**src/rtl/core/idcb_pkg.sv**
```systemverilog
// Package with shared types and constants for the inverse distance color blend.
package idcb_pkg;

    localparam int unsigned CoordWidth = 16;
    localparam int unsigned ColorWidth = 32;
    localparam int unsigned DistWidth  = 33;
    localparam int unsigned WeightWidth = 49;
    localparam int unsigned AccWidth   = 61;
    localparam int unsigned NumWidth   = 64;

    typedef enum logic [0:0] {
        CMD_WRITE = 1'b0,
        CMD_SHADE = 1'b1
    } t_cmd;

    localparam logic [0:0] RegPointCount = 1'b0;

    typedef struct packed {
        logic                 start;
        logic [NumWidth-1:0]  dividend;
        logic [NumWidth-1:0]  divisor;
    } t_div_req;

    typedef struct packed {
        logic                 done;
        logic [NumWidth-1:0]  quotient;
    } t_div_rsp;

endpackage

```
**src/rtl/core/idcb_divider.sv**
```systemverilog
// Restoring radix-2 divider that produces one quotient bit per cycle.
module idcb_divider (
    input  logic              i_clk,
    input  logic              i_rst_n,
    input  idcb_pkg::t_div_req i_req,
    output idcb_pkg::t_div_rsp o_rsp
);
    import idcb_pkg::*;

    logic [NumWidth-1:0] r_num, n_num;
    logic [NumWidth-1:0] r_den;
    logic [NumWidth:0]   r_rem, n_rem;
    logic [6:0]          r_cnt;
    logic                r_busy;
    logic                r_done;
    logic [NumWidth:0]   w_trial;

    always_comb begin
        w_trial = {r_rem[NumWidth-1:0], r_num[NumWidth-1]};
        n_num   = {r_num[NumWidth-2:0], 1'b0};
        n_rem   = w_trial;
        if (w_trial >= {1'b0, r_den}) begin
            n_rem    = w_trial - {1'b0, r_den};
            n_num[0] = 1'b1;
        end
    end

    always_ff @(posedge i_clk) begin
        if (!i_rst_n) begin
            r_busy <= 1'b0;
            r_done <= 1'b0;
            r_cnt  <= '0;
        end else begin
            r_done <= 1'b0;
            if (i_req.start) begin
                r_busy <= 1'b1;
                r_cnt  <= 7'(NumWidth);
                r_num  <= i_req.dividend;
                r_den  <= i_req.divisor;
                r_rem  <= '0;
            end else if (r_busy) begin
                r_num <= n_num;
                r_rem <= n_rem;
                r_cnt <= r_cnt - 7'd1;
                if (r_cnt == 7'd1) begin
                    r_busy <= 1'b0;
                    r_done <= 1'b1;
                end
            end
        end
    end

    assign o_rsp.done     = r_done;
    assign o_rsp.quotient = r_num;

endmodule

```
**src/rtl/core/inverse_distance_color_blend.sv**
```systemverilog
// Top level of the inverse distance color blend with point tables and sequencer.
// A write item stores one point in the tables. A shade item with n points in use is accepted,
// then the reciprocal weight of each point is found, then four channel passes run, and the
// result is loaded; all divisions go to the one shared bit-serial divider. A hit at zero distance
// returns early. The input stays blocked while a result waits to be taken. The point
// tables are small register memories.
module inverse_distance_color_blend #(
    parameter int unsigned MAX_POINTS = 16
) (
    input  logic         i_clk,
    input  logic         i_rst_n,
    input  logic         s_axis_tvalid,
    output logic         s_axis_tready,
    // tdata: point_index[3:0], point_x[19:4], point_y[35:20], point_red[43:36],
    // point_green[51:44], point_blue[59:52], point_alpha[67:60],
    // pixel_x[83:68], pixel_y[99:84], zero pad [103:100]
    input  logic [103:0] s_axis_tdata,
    // tuser: command[0]
    input  logic [0:0]   s_axis_tuser,
    output logic         m_axis_tvalid,
    input  logic         m_axis_tready,
    // tdata: out_red[7:0], out_green[15:8], out_blue[23:16], out_alpha[31:24]
    output logic [31:0]  m_axis_tdata,
    // tuser: status[0]
    output logic [0:0]   m_axis_tuser,
    input  logic         psel,
    input  logic         penable,
    input  logic         pwrite,
    input  logic [2:0]   paddr,
    input  logic [31:0]  pwdata,
    output logic [31:0]  prdata,
    output logic         pready
);
    import idcb_pkg::*;

    localparam int unsigned IdxW = (MAX_POINTS > 1) ? $clog2(MAX_POINTS) : 1;
    localparam int unsigned CntW = $clog2(MAX_POINTS + 1);

    typedef enum logic [7:0] {
        S_IDLE  = 8'b0000_0001,
        S_RD    = 8'b0000_0010,
        S_DIST  = 8'b0000_0100,
        S_WDIV  = 8'b0000_1000,
        S_ACC   = 8'b0001_0000,
        S_CDIV  = 8'b0010_0000,
        S_OUT   = 8'b0100_0000,
        S_WRITE = 8'b1000_0000
    } t_state;

    t_state r_state;

    logic [CoordWidth-1:0] r_xmem [MAX_POINTS];
    logic [CoordWidth-1:0] r_ymem [MAX_POINTS];
    logic [ColorWidth-1:0] r_cmem [MAX_POINTS];
    logic [WeightWidth-1:0] r_wmem [MAX_POINTS];

    logic [4:0]            r_point_count;
    logic [103:0]          r_item;
    logic [IdxW-1:0]       r_idx;
    logic [CntW-1:0]       r_n;
    logic [1:0]            r_ch;
    logic                  r_pass;
    logic [CoordWidth-1:0] r_rx, r_ry;
    logic [ColorWidth-1:0] r_rc;
    logic [WeightWidth-1:0] r_rw;
    logic [NumWidth-1:0]   r_wsum;
    logic [AccWidth-1:0]   r_acc;
    logic [31:0]           r_out;
    logic                  r_status;
    logic                  r_ovalid;

    t_div_req w_req;
    t_div_rsp w_rsp;

    logic [CoordWidth-1:0] w_px, w_py, w_dx, w_dy;
    logic [2*CoordWidth-1:0] w_dx2, w_dy2;
    logic [DistWidth-1:0]  w_dist;
    logic [WeightWidth+7:0] w_prod;
    logic [7:0]            w_chan;
    logic                  w_last;
    logic [CntW-1:0]       w_cnt_sat;
    logic [IdxW-1:0]       w_wr_idx;

    idcb_divider u_div (
        .i_clk  (i_clk),
        .i_rst_n(i_rst_n),
        .i_req  (w_req),
        .o_rsp  (w_rsp)
    );

    assign w_px = r_item[83:68];
    assign w_py = r_item[99:84];
    assign w_dx = (w_px >= r_rx) ? (w_px - r_rx) : (r_rx - w_px);
    assign w_dy = (w_py >= r_ry) ? (w_py - r_ry) : (r_ry - w_py);
    assign w_dx2 = w_dx * w_dx;
    assign w_dy2 = w_dy * w_dy;
    assign w_dist = {1'b0, w_dx2} + {1'b0, w_dy2};
    assign w_chan = r_rc[8*r_ch +: 8];
    assign w_prod = r_rw * w_chan;
    assign w_last = (CntW'(r_idx) == (r_n - CntW'(1)));
    assign w_cnt_sat = (32'(r_point_count) > MAX_POINTS) ? CntW'(MAX_POINTS)
                                                         : CntW'(r_point_count);
    assign w_wr_idx = IdxW'(r_item[3:0]);

    always_comb begin
        w_req.start    = 1'b0;
        w_req.dividend = {15'd0, 1'b1, 48'd0};
        w_req.divisor  = 64'(w_dist);
        if (r_state == S_DIST) begin
            w_req.start = (w_dist != '0);
        end else if (r_state == S_ACC && w_last && r_pass) begin
            w_req.start    = 1'b1;
            w_req.dividend = 64'(r_acc + AccWidth'(w_prod));
            w_req.divisor  = r_wsum;
        end
    end

    assign s_axis_tready = (r_state == S_IDLE) && !r_ovalid;
    assign m_axis_tvalid = r_ovalid;
    assign m_axis_tdata  = r_out;
    assign m_axis_tuser  = r_status;
    assign pready        = 1'b1;
    assign prdata        = (paddr[2] == RegPointCount) ? {27'd0, r_point_count} : 32'd0;

    always_ff @(posedge i_clk) begin
        if (!i_rst_n) begin
            r_point_count <= '0;
        end else if (psel && penable && pwrite && paddr[2] == RegPointCount) begin
            r_point_count <= pwdata[4:0];
        end
    end

    always_ff @(posedge i_clk) begin
        r_rx <= r_xmem[r_idx];
        r_ry <= r_ymem[r_idx];
        r_rc <= r_cmem[r_idx];
        r_rw <= r_wmem[r_idx];
        if (r_state == S_WRITE && 32'(r_item[3:0]) < MAX_POINTS) begin
            r_xmem[w_wr_idx] <= r_item[19:4];
            r_ymem[w_wr_idx] <= r_item[35:20];
            r_cmem[w_wr_idx] <= r_item[67:36];
        end
        if (r_state == S_WDIV && w_rsp.done) begin
            r_wmem[r_idx] <= w_rsp.quotient[WeightWidth-1:0];
        end
    end

    always_ff @(posedge i_clk) begin
        if (!i_rst_n) begin
            r_state  <= S_IDLE;
            r_ovalid <= 1'b0;
        end else begin
            if (r_ovalid && m_axis_tready) begin
                r_ovalid <= 1'b0;
            end
            unique case (r_state)
                S_IDLE: begin
                    if (s_axis_tvalid && s_axis_tready) begin
                        r_item <= s_axis_tdata;
                        r_idx  <= '0;
                        r_wsum <= '0;
                        r_pass <= 1'b0;
                        r_n    <= w_cnt_sat;
                        if (s_axis_tuser[0] == CMD_WRITE) begin
                            r_state <= S_WRITE;
                        end else if (w_cnt_sat == '0) begin
                            r_out    <= '0;
                            r_status <= 1'b1;
                            r_state  <= S_OUT;
                        end else begin
                            r_state <= S_RD;
                        end
                    end
                end
                S_WRITE: r_state <= S_IDLE;
                S_RD: begin
                    r_state <= r_pass ? S_ACC : S_DIST;
                end
                S_DIST: begin
                    if (w_dist == '0) begin
                        r_out    <= r_rc;
                        r_status <= 1'b0;
                        r_state  <= S_OUT;
                    end else begin
                        r_state <= S_WDIV;
                    end
                end
                S_WDIV: begin
                    if (w_rsp.done) begin
                        r_wsum <= r_wsum + w_rsp.quotient;
                        if (w_last) begin
                            r_pass <= 1'b1;
                            r_idx  <= '0;
                            r_ch   <= '0;
                            r_acc  <= '0;
                        end else begin
                            r_idx <= r_idx + IdxW'(1);
                        end
                        r_state <= S_RD;
                    end
                end
                S_ACC: begin
                    r_acc <= r_acc + AccWidth'(w_prod);
                    if (w_last) begin
                        r_state <= S_CDIV;
                    end else begin
                        r_idx   <= r_idx + IdxW'(1);
                        r_state <= S_RD;
                    end
                end
                S_CDIV: begin
                    if (w_rsp.done) begin
                        r_out[8*r_ch +: 8] <= (w_rsp.quotient > 64'd255) ? 8'hFF
                                              : w_rsp.quotient[7:0];
                        r_acc <= '0;
                        r_idx <= '0;
                        if (r_ch == 2'd3) begin
                            r_status <= 1'b0;
                            r_state  <= S_OUT;
                        end else begin
                            r_ch    <= r_ch + 2'd1;
                            r_state <= S_RD;
                        end
                    end
                end
                S_OUT: begin
                    if (!r_ovalid || m_axis_tready) begin
                        r_ovalid <= 1'b1;
                        r_state  <= S_IDLE;
                    end
                end
                default: r_state <= S_IDLE;
            endcase
        end
    end

endmodule
```
**config.mk**
```make
export PLATFORM = sky130hd
export DESIGN_NAME = inverse_distance_color_blend
export DESIGN_NICKNAME = d
export VERILOG_FILES = /design/src/rtl/core/idcb_pkg.sv /design/src/rtl/core/idcb_divider.sv /design/src/rtl/core/inverse_distance_color_blend.sv
export SDC_FILE = /design/constraint.sdc
export NUM_CORES = 2
export LEC_CHECK = 0
export BUFFER_PORTS_ARGS = -buffer_cell sky130_fd_sc_hd__clkbuf_2
export CORE_MARGIN = 8
export CORE_UTILIZATION = 40
export DETAILED_ROUTE_END_ITERATION = 10
export PLACE_DENSITY = 0.58
export SLEW_MARGIN = 20
export SYNTH_ARGS = -nofsm -noshare
export SYNTH_HDL_FRONTEND = slang
export SYNTH_HIERARCHICAL = 1
export SYNTH_SLANG_ARGS = --single-unit
```
**constraint.sdc**
```tcl
create_clock -name i_clk -period 25.1 [get_ports i_clk]
set_clock_uncertainty 0.05 [all_clocks]
set_input_delay 5.02 -clock i_clk [delete_from_list [all_inputs] [get_ports i_clk]]
set_output_delay 5.02 -clock i_clk [all_outputs]
set_load 0.01 [all_outputs]
```
### Word level (Yosys, flattened, before mapping)

Memories as Yosys holds them, arrays and structs flattened. A register that Yosys moved wholly into a read port is not among the register bits.
Index checks and enable logic that the tools add are counted.

* register bits after elaboration: 485
* bits in writable memories: 1808
* bits of input ports: 147
* word-level logic and storage cells: 182
* memories kept: 4

* $add $sub $neg: 14
* multipliers: 3
* $lt $le $gt $ge: 5
* eq/ne operators: 22
* shifts and indexed selects: 3
* multiplexer cells: 73
* bitwise gates (word level): 4
* reduce and logical (&&, ||, !) cells: 34

Memories
* r_wmem: words 16, bits a word 49, rd ports 1, clocked after Yosys merged registers in 1, write ports 1, RTL line inverse_distance_color_blend.sv:55 `logic [WeightWidth-1:0] r_wmem [MAX_POINTS];`
* r_cmem: words 16, bits a word 32, rd ports 1, clocked after Yosys merged registers in 1, write ports 1, RTL line inverse_distance_color_blend.sv:54 `logic [ColorWidth-1:0] r_cmem [MAX_POINTS];`
* r_xmem: words 16, bits a word 16, rd ports 1, clocked after Yosys merged registers in 1, write ports 1, RTL line inverse_distance_color_blend.sv:52 `logic [CoordWidth-1:0] r_xmem [MAX_POINTS];`
* r_ymem: words 16, bits a word 16, rd ports 1, clocked after Yosys merged registers in 1, write ports 1, RTL line inverse_distance_color_blend.sv:53 `logic [CoordWidth-1:0] r_ymem [MAX_POINTS];`

Operators by type and width (number)
* 64-bit 2-to-1 mux: 6
* 61-bit 2-to-1 mux: 3
* 61-bit case mux with 3 select lines: 1
* 32-bit 2-to-1 mux: 5
* 129-bit 2-to-1 mux: 1
* 128-bit 2-to-1 mux: 1
* 64-bit case mux with 2 select lines: 1
* 32-bit case mux with 3 select lines: 1
* 65-bit by 64-bit >= comparator with 1-bit output: 1
* 64-bit adder: 1
* 64-bit by 8-bit greater-than comparator with 1-bit output (second input constant): 1
* 16-bit by 16-bit multiplier with 32-bit output: 2
* 16-bit subtractor: 4
* 64-bit subtractor: 1
* 61-bit by 57-bit adder with 62-bit output: 1
* 61-bit by 57-bit adder with 61-bit output: 1
* 49-bit by 8-bit multiplier with 57-bit output: 1
* 8-bit case mux with 7 select lines: 1
* 8-bit 2-to-1 mux: 6
* 7-bit 2-to-1 mux: 5
* 5-bit negation with 34-bit output: 1
* 8-bit by 34-bit variable shift with 32-bit output (first input constant): 1
* 8-bit by 34-bit variable part select with 32-bit output: 1
* 32-bit by 32-bit adder with 33-bit output: 1
* other kinds (50): 110

### Logic depth before layout (Yosys ltp)

* depth in word-level cells: 8
* mapped depth: 49
* gate-level depth less buffers: 45

### Hierarchy

The synthesis kept the hierarchy.

Modules (own cells, without submodules)
* inverse_distance_color_blend: instances 1, cells each 7940, area an instance 117845.5 sq um, seq. area each 64942.3 sq um
* idcb_divider: instances 1, cells each 1169, area an instance 12166.7 sq um, seq. area each 5945.7 sq um

### Worst setup path before layout

Ideal clock, no wire load.

* path kind: reg2reg
* start: register r_item[68]
* end: register u_div.r_busy
* arrival time: 13286 ps
* data required time: 24979 ps
* path slack: 11693 ps
* cell stages (with the launch flop): 44
* clock period less this slack: 13407 ps
* path through: edfxtp_1 inv_1 ha_1 inv_1 fa_1 a21o_1 a21o_1 a221oi_2 o211ai_1 a31o_1 buf_6 buf_6 o311ai_0 and3_1 xnor2_1 buf_2 nand2_1 fa_1 (+8 left out) fa_1 inv_1 ha_1 clkbuf_1 a21oi_1 o21ai_0 a2111o_1 a21oi_1 and2_1 o21ai_0 xnor2_1 xnor2_1 and4bb_1 a21oi_2 or2_1 clkbuf_1 o21a_1 o41a_1

RTL lines
* start, declared: RTL line inverse_distance_color_blend.sv:58 `logic [103:0] r_item;`
* start signal, assigned: RTL line inverse_distance_color_blend.sv:159 `r_item <= s_axis_tdata;`
* end signal, assigned: RTL line idcb_divider.sv:30 `r_busy <= 1'b0;`
* end signal, assigned: RTL line idcb_divider.sv:36 `r_busy <= 1'b1;`
* end signal, assigned: RTL line idcb_divider.sv:46 `r_busy <= 1'b0;`
* end, declared: RTL line idcb_divider.sv:14 `logic r_busy;`

==> implementation parameters <==
Parameter                              Value

Outcome
  Run status ... finished clean

Worst hold path
  Hold Crit Start ... u_div/r_cnt[1]
  Cell depth of the worst min-delay path ... 2
  Worst hold path class ... reg -> reg
  Worst-case hold path end point ... u_div/r_cnt[1]

Timing
  Crit path time final ... roughly 14 ns
  Accumulated negative setup slack ... 0 ns
  Period utilisation layout ... between 50 and 60%
  Final Hold Fails ... 0
  Slew of the pin with the lowest slew margin ... about 1.1 ns
  Max Fclk ... approximately 72 MHz
  Max-slew violation count ... 0
  Tightest slew margin relative to the limit ... 22.77%
  Final setup violating endpoints ... 0
  RSZ-0062 raised after global routing ... false

Worst setup path
  Slowest Stage Delay on Critical Path ... 0.75 ns
  Worst Reg-to-Reg Cells ... 40
  Critical Path RT ... 25.45 ns
  Sort of element at the start of the critical path ... register
  Buffers & Inverters on Critical Path ... 6
  FF-to-FF End ... u_div/r_num[62]
  Worst reg-to-reg setup slack ... 11.15 ns
  Most frequent cell on the critical path ... sky130_fd_sc_hd__fa_1
  Worst endpoint data arrival time ... 14.30 ns
  Worst Setup End Kind ... register
  Largest fanout on the critical path ... 55
  Kind of cell with the highest combined delay on the critical path ... adder cells
  Slowest-stage cell, CP ... sky130_fd_sc_hd__xnor2_2
  Type of the worst setup path ... reg -> reg
  Startpoint of the lowest-slack register-to-register path ... r_item[68]

Drt
  Total detailed-routing wirelength ... approximately 340000 um
  Via density per instance ... 5.525
  Number of iterations in the first detailed-routing pass ... 6
  Per-cell routed wire length ... between 20 and 25 um
  Via count ... 76405
  Number of antenna-violating nets in the routed design ... 0
  Initial DRC Count ... around 7000
  Detailed-route DRC error count ... 0

Place
  Final estimated routing congestion in global placement ... a little under 0.9
  Detailed-placement wirelength estimate ... 221800 um
  Number of buffers added on ports ... 153

Clocking
  Hold Buf Count CTS ... 0
  Post-CTS setup buffer count ... 0
  TritonCTS clock tree ... built
  Clock root buffer ... sky130_fd_sc_hd__clkbuf_16
  CTS resizes ... 0
  Clock slew at the register clock pins of the worst setup and hold paths ... 0.06 ns
  Clock insertion delay at the later pin of the skew report ... ~0.85 ns
  Number of H-tree branching levels ... 5
  Num CTS Buffers ... around 270
  Number of clock sinks seen by CTS ... 2406
  Maximum number of buffers from clock root to sink ... 4

Die
  Floorplan die area ... 343500 um^2
  Die Y-Extent ... 586.1 um
  Total core area ... ~320000 um^2
  Initial core utilization ... between 40% and 50%
  DIE WIDTH ... between 500 and 600 um
  Number of standard-cell rows in the floorplan ... ~210
  Number of ports placed on the die boundary ... 215

Yosys
  Yosys cell types ... 103
  Gate count of the mapped netlist ... ~9100
  Sequential-to-total area share from yosys stat ... between 50% and 60%
  Dominant register cell in the synthesized netlist ... sky130_fd_sc_hd__edfxtp_1
  Share of flip-flops with an asynchronous set or reset after synthesis ... 0%
  Synthesized cell area ... roughly 130000 um^2
  Count of flip-flops with a built-in enable after synthesis ... approximately 2300
  Synthesized flop and latch total ... 2406
  Number of warning messages in the yosys log ... 6
  Synthesized area per cell ... roughly 14 um^2

Global routing
  Total routing usage reported by global routing ... between 10% and 20%
  Global routing usage on met2 ... between 30% and 40%
  Congestion Overflow GR ... 0
  Global-route wire length before repair ... 508000 um
  Maximum number of pins on one net before global-route repair ... 145
  Via count of the first global-routing pass ... 80222
  Routing usage on met3 ... ~2.3%
  Gr busiest metal ... met2
  Number of antenna violations at the first check in global routing ... 13
  Grt met1 use ... approximately a quarter

Cells and area
  Commonest cells after routing, fill and taps aside ... sky130_fd_sc_hd__edfxtp_1, sky130_fd_sc_hd__inv_1, sky130_fd_sc_hd__fa_1
  Fraction of final layout cells sized beyond drive strength 1 ... 15.41%
  Area growth from synthesis to layout ... 11.17%
  Commonest non-fill, non-tap cell in the layout ... sky130_fd_sc_hd__edfxtp_1
  Net count reported at finish ... roughly 11000

Job
  Max-capacitance violation count ... 0
## synthesized netlist by cell type, drive strengths merged, types with 124 or more instances
master | number | share of area [%]
inv | 900 | 2.6
o21ai | 278 | 1.1
xnor2 | 175 | 1.2
mux4 | 573 | 9.9
buf | 133 | 0.55
dfxtp | 136 | 2.1
clkbuf | 274 | 0.79
ha | 520 | 5.0
a21oi | 438 | 1.7
and2 | 224 | 1.1
a21o | 178 | 1.0
edfxtp | 2270 | 52
fa | 680 | 10
xor2 | 124 | 0.86
nand3 | 127 | 0.49
nor2 | 519 | 1.5
nand2 | 649 | 1.9
## cell type report
class | count | area [um^2]
fillers | 28865 | 179200
flip-flops and latches | 2406 | 70890
multi-input cells | 5420 | 54440
clock buffers | 355 | 7340
well taps | 4325 | 5411
inverters | 904 | 3393
repair buffers | 301 | 1943
clock inverters | 114 | 1117
diodes | 3 | 7.507
## cells by family (layout without fill, tap and decap cells)
logic type / after synthesis / in the layout / synth area share, %
flops: 2406 / 2406 / 54.52
buf+inv: 1311 / 1674 / 3.950
other cells: 2 / 33 / 0.005776
fa+ha+maj: 1200 / 1200 / 15.47
simple gates: 1963 / 1963 / 7.131
mux: 669 / 669 / 10.74
xor+xnor: 299 / 299 / 2.084
compound gates: 1259 / 1259 / 6.096
## metrics by stage
stage	hold WS [ns]	cell area [um^2]	worst slack, ns	util, %	instances
global placement	0.4299	136100	10.89	42.03	13356
CTS	0.4675	144500	10.78	44.64	13825
finish	0.4762	144500	11.15	44.65	13828
floorplan	0.3963	130100	11.69	-	9137
detailed placement	0.4524	136100	10.81	42.03	13356
global route	0.4847	144500	10.37	44.65	13826
## sequential cells by signal, summed over array words and instances, names as in the netlist, 64 cells and up
signal / cells
r_item: 100
r_cmem: 512
u_div/r_rem: 64
r_ymem: 256
u_div/r_num: 64
r_wmem: 784
r_wsum: 64
u_div/r_den: 64
r_xmem: 256
## per-layer routing
metal | share of wire [%] | vias up
li1 | - | 33604
met1 | 43 | 40037
met2 | 49 | 2306
met3 | 5.2 | 454
met4 | 2.6 | 4
met5 | 0.0080 | -
## worst max path at each step
stage / from / end / slack (ns) / cells after the start
after floorplan: r_item[68] / u_div/r_busy / 11.69 / 43
after global placement: r_item[68] / u_div/r_num[43] / 10.89 / 38
after detailed placement: r_item[68] / u_div/r_num[45] / 10.81 / 38
after CTS: r_item[68] / u_div/r_num[62] / 10.78 / 38
after global routing: r_item[68] / u_div/r_num[62] / 10.37 / 40
final: r_item[68] / u_div/r_num[62] / 11.15 / 40
## worst min-delay path: stages (launching register included)
cell,delay [ns]
sky130_fd_sc_hd__dfxtp_1,0.33
sky130_fd_sc_hd__nor2_1,0.09
sky130_fd_sc_hd__a211oi_1,0.06
Power is left out: the tool's default activity adds up to more than one toggle a clock period on the data nets, which glitch-free logic cannot reach.
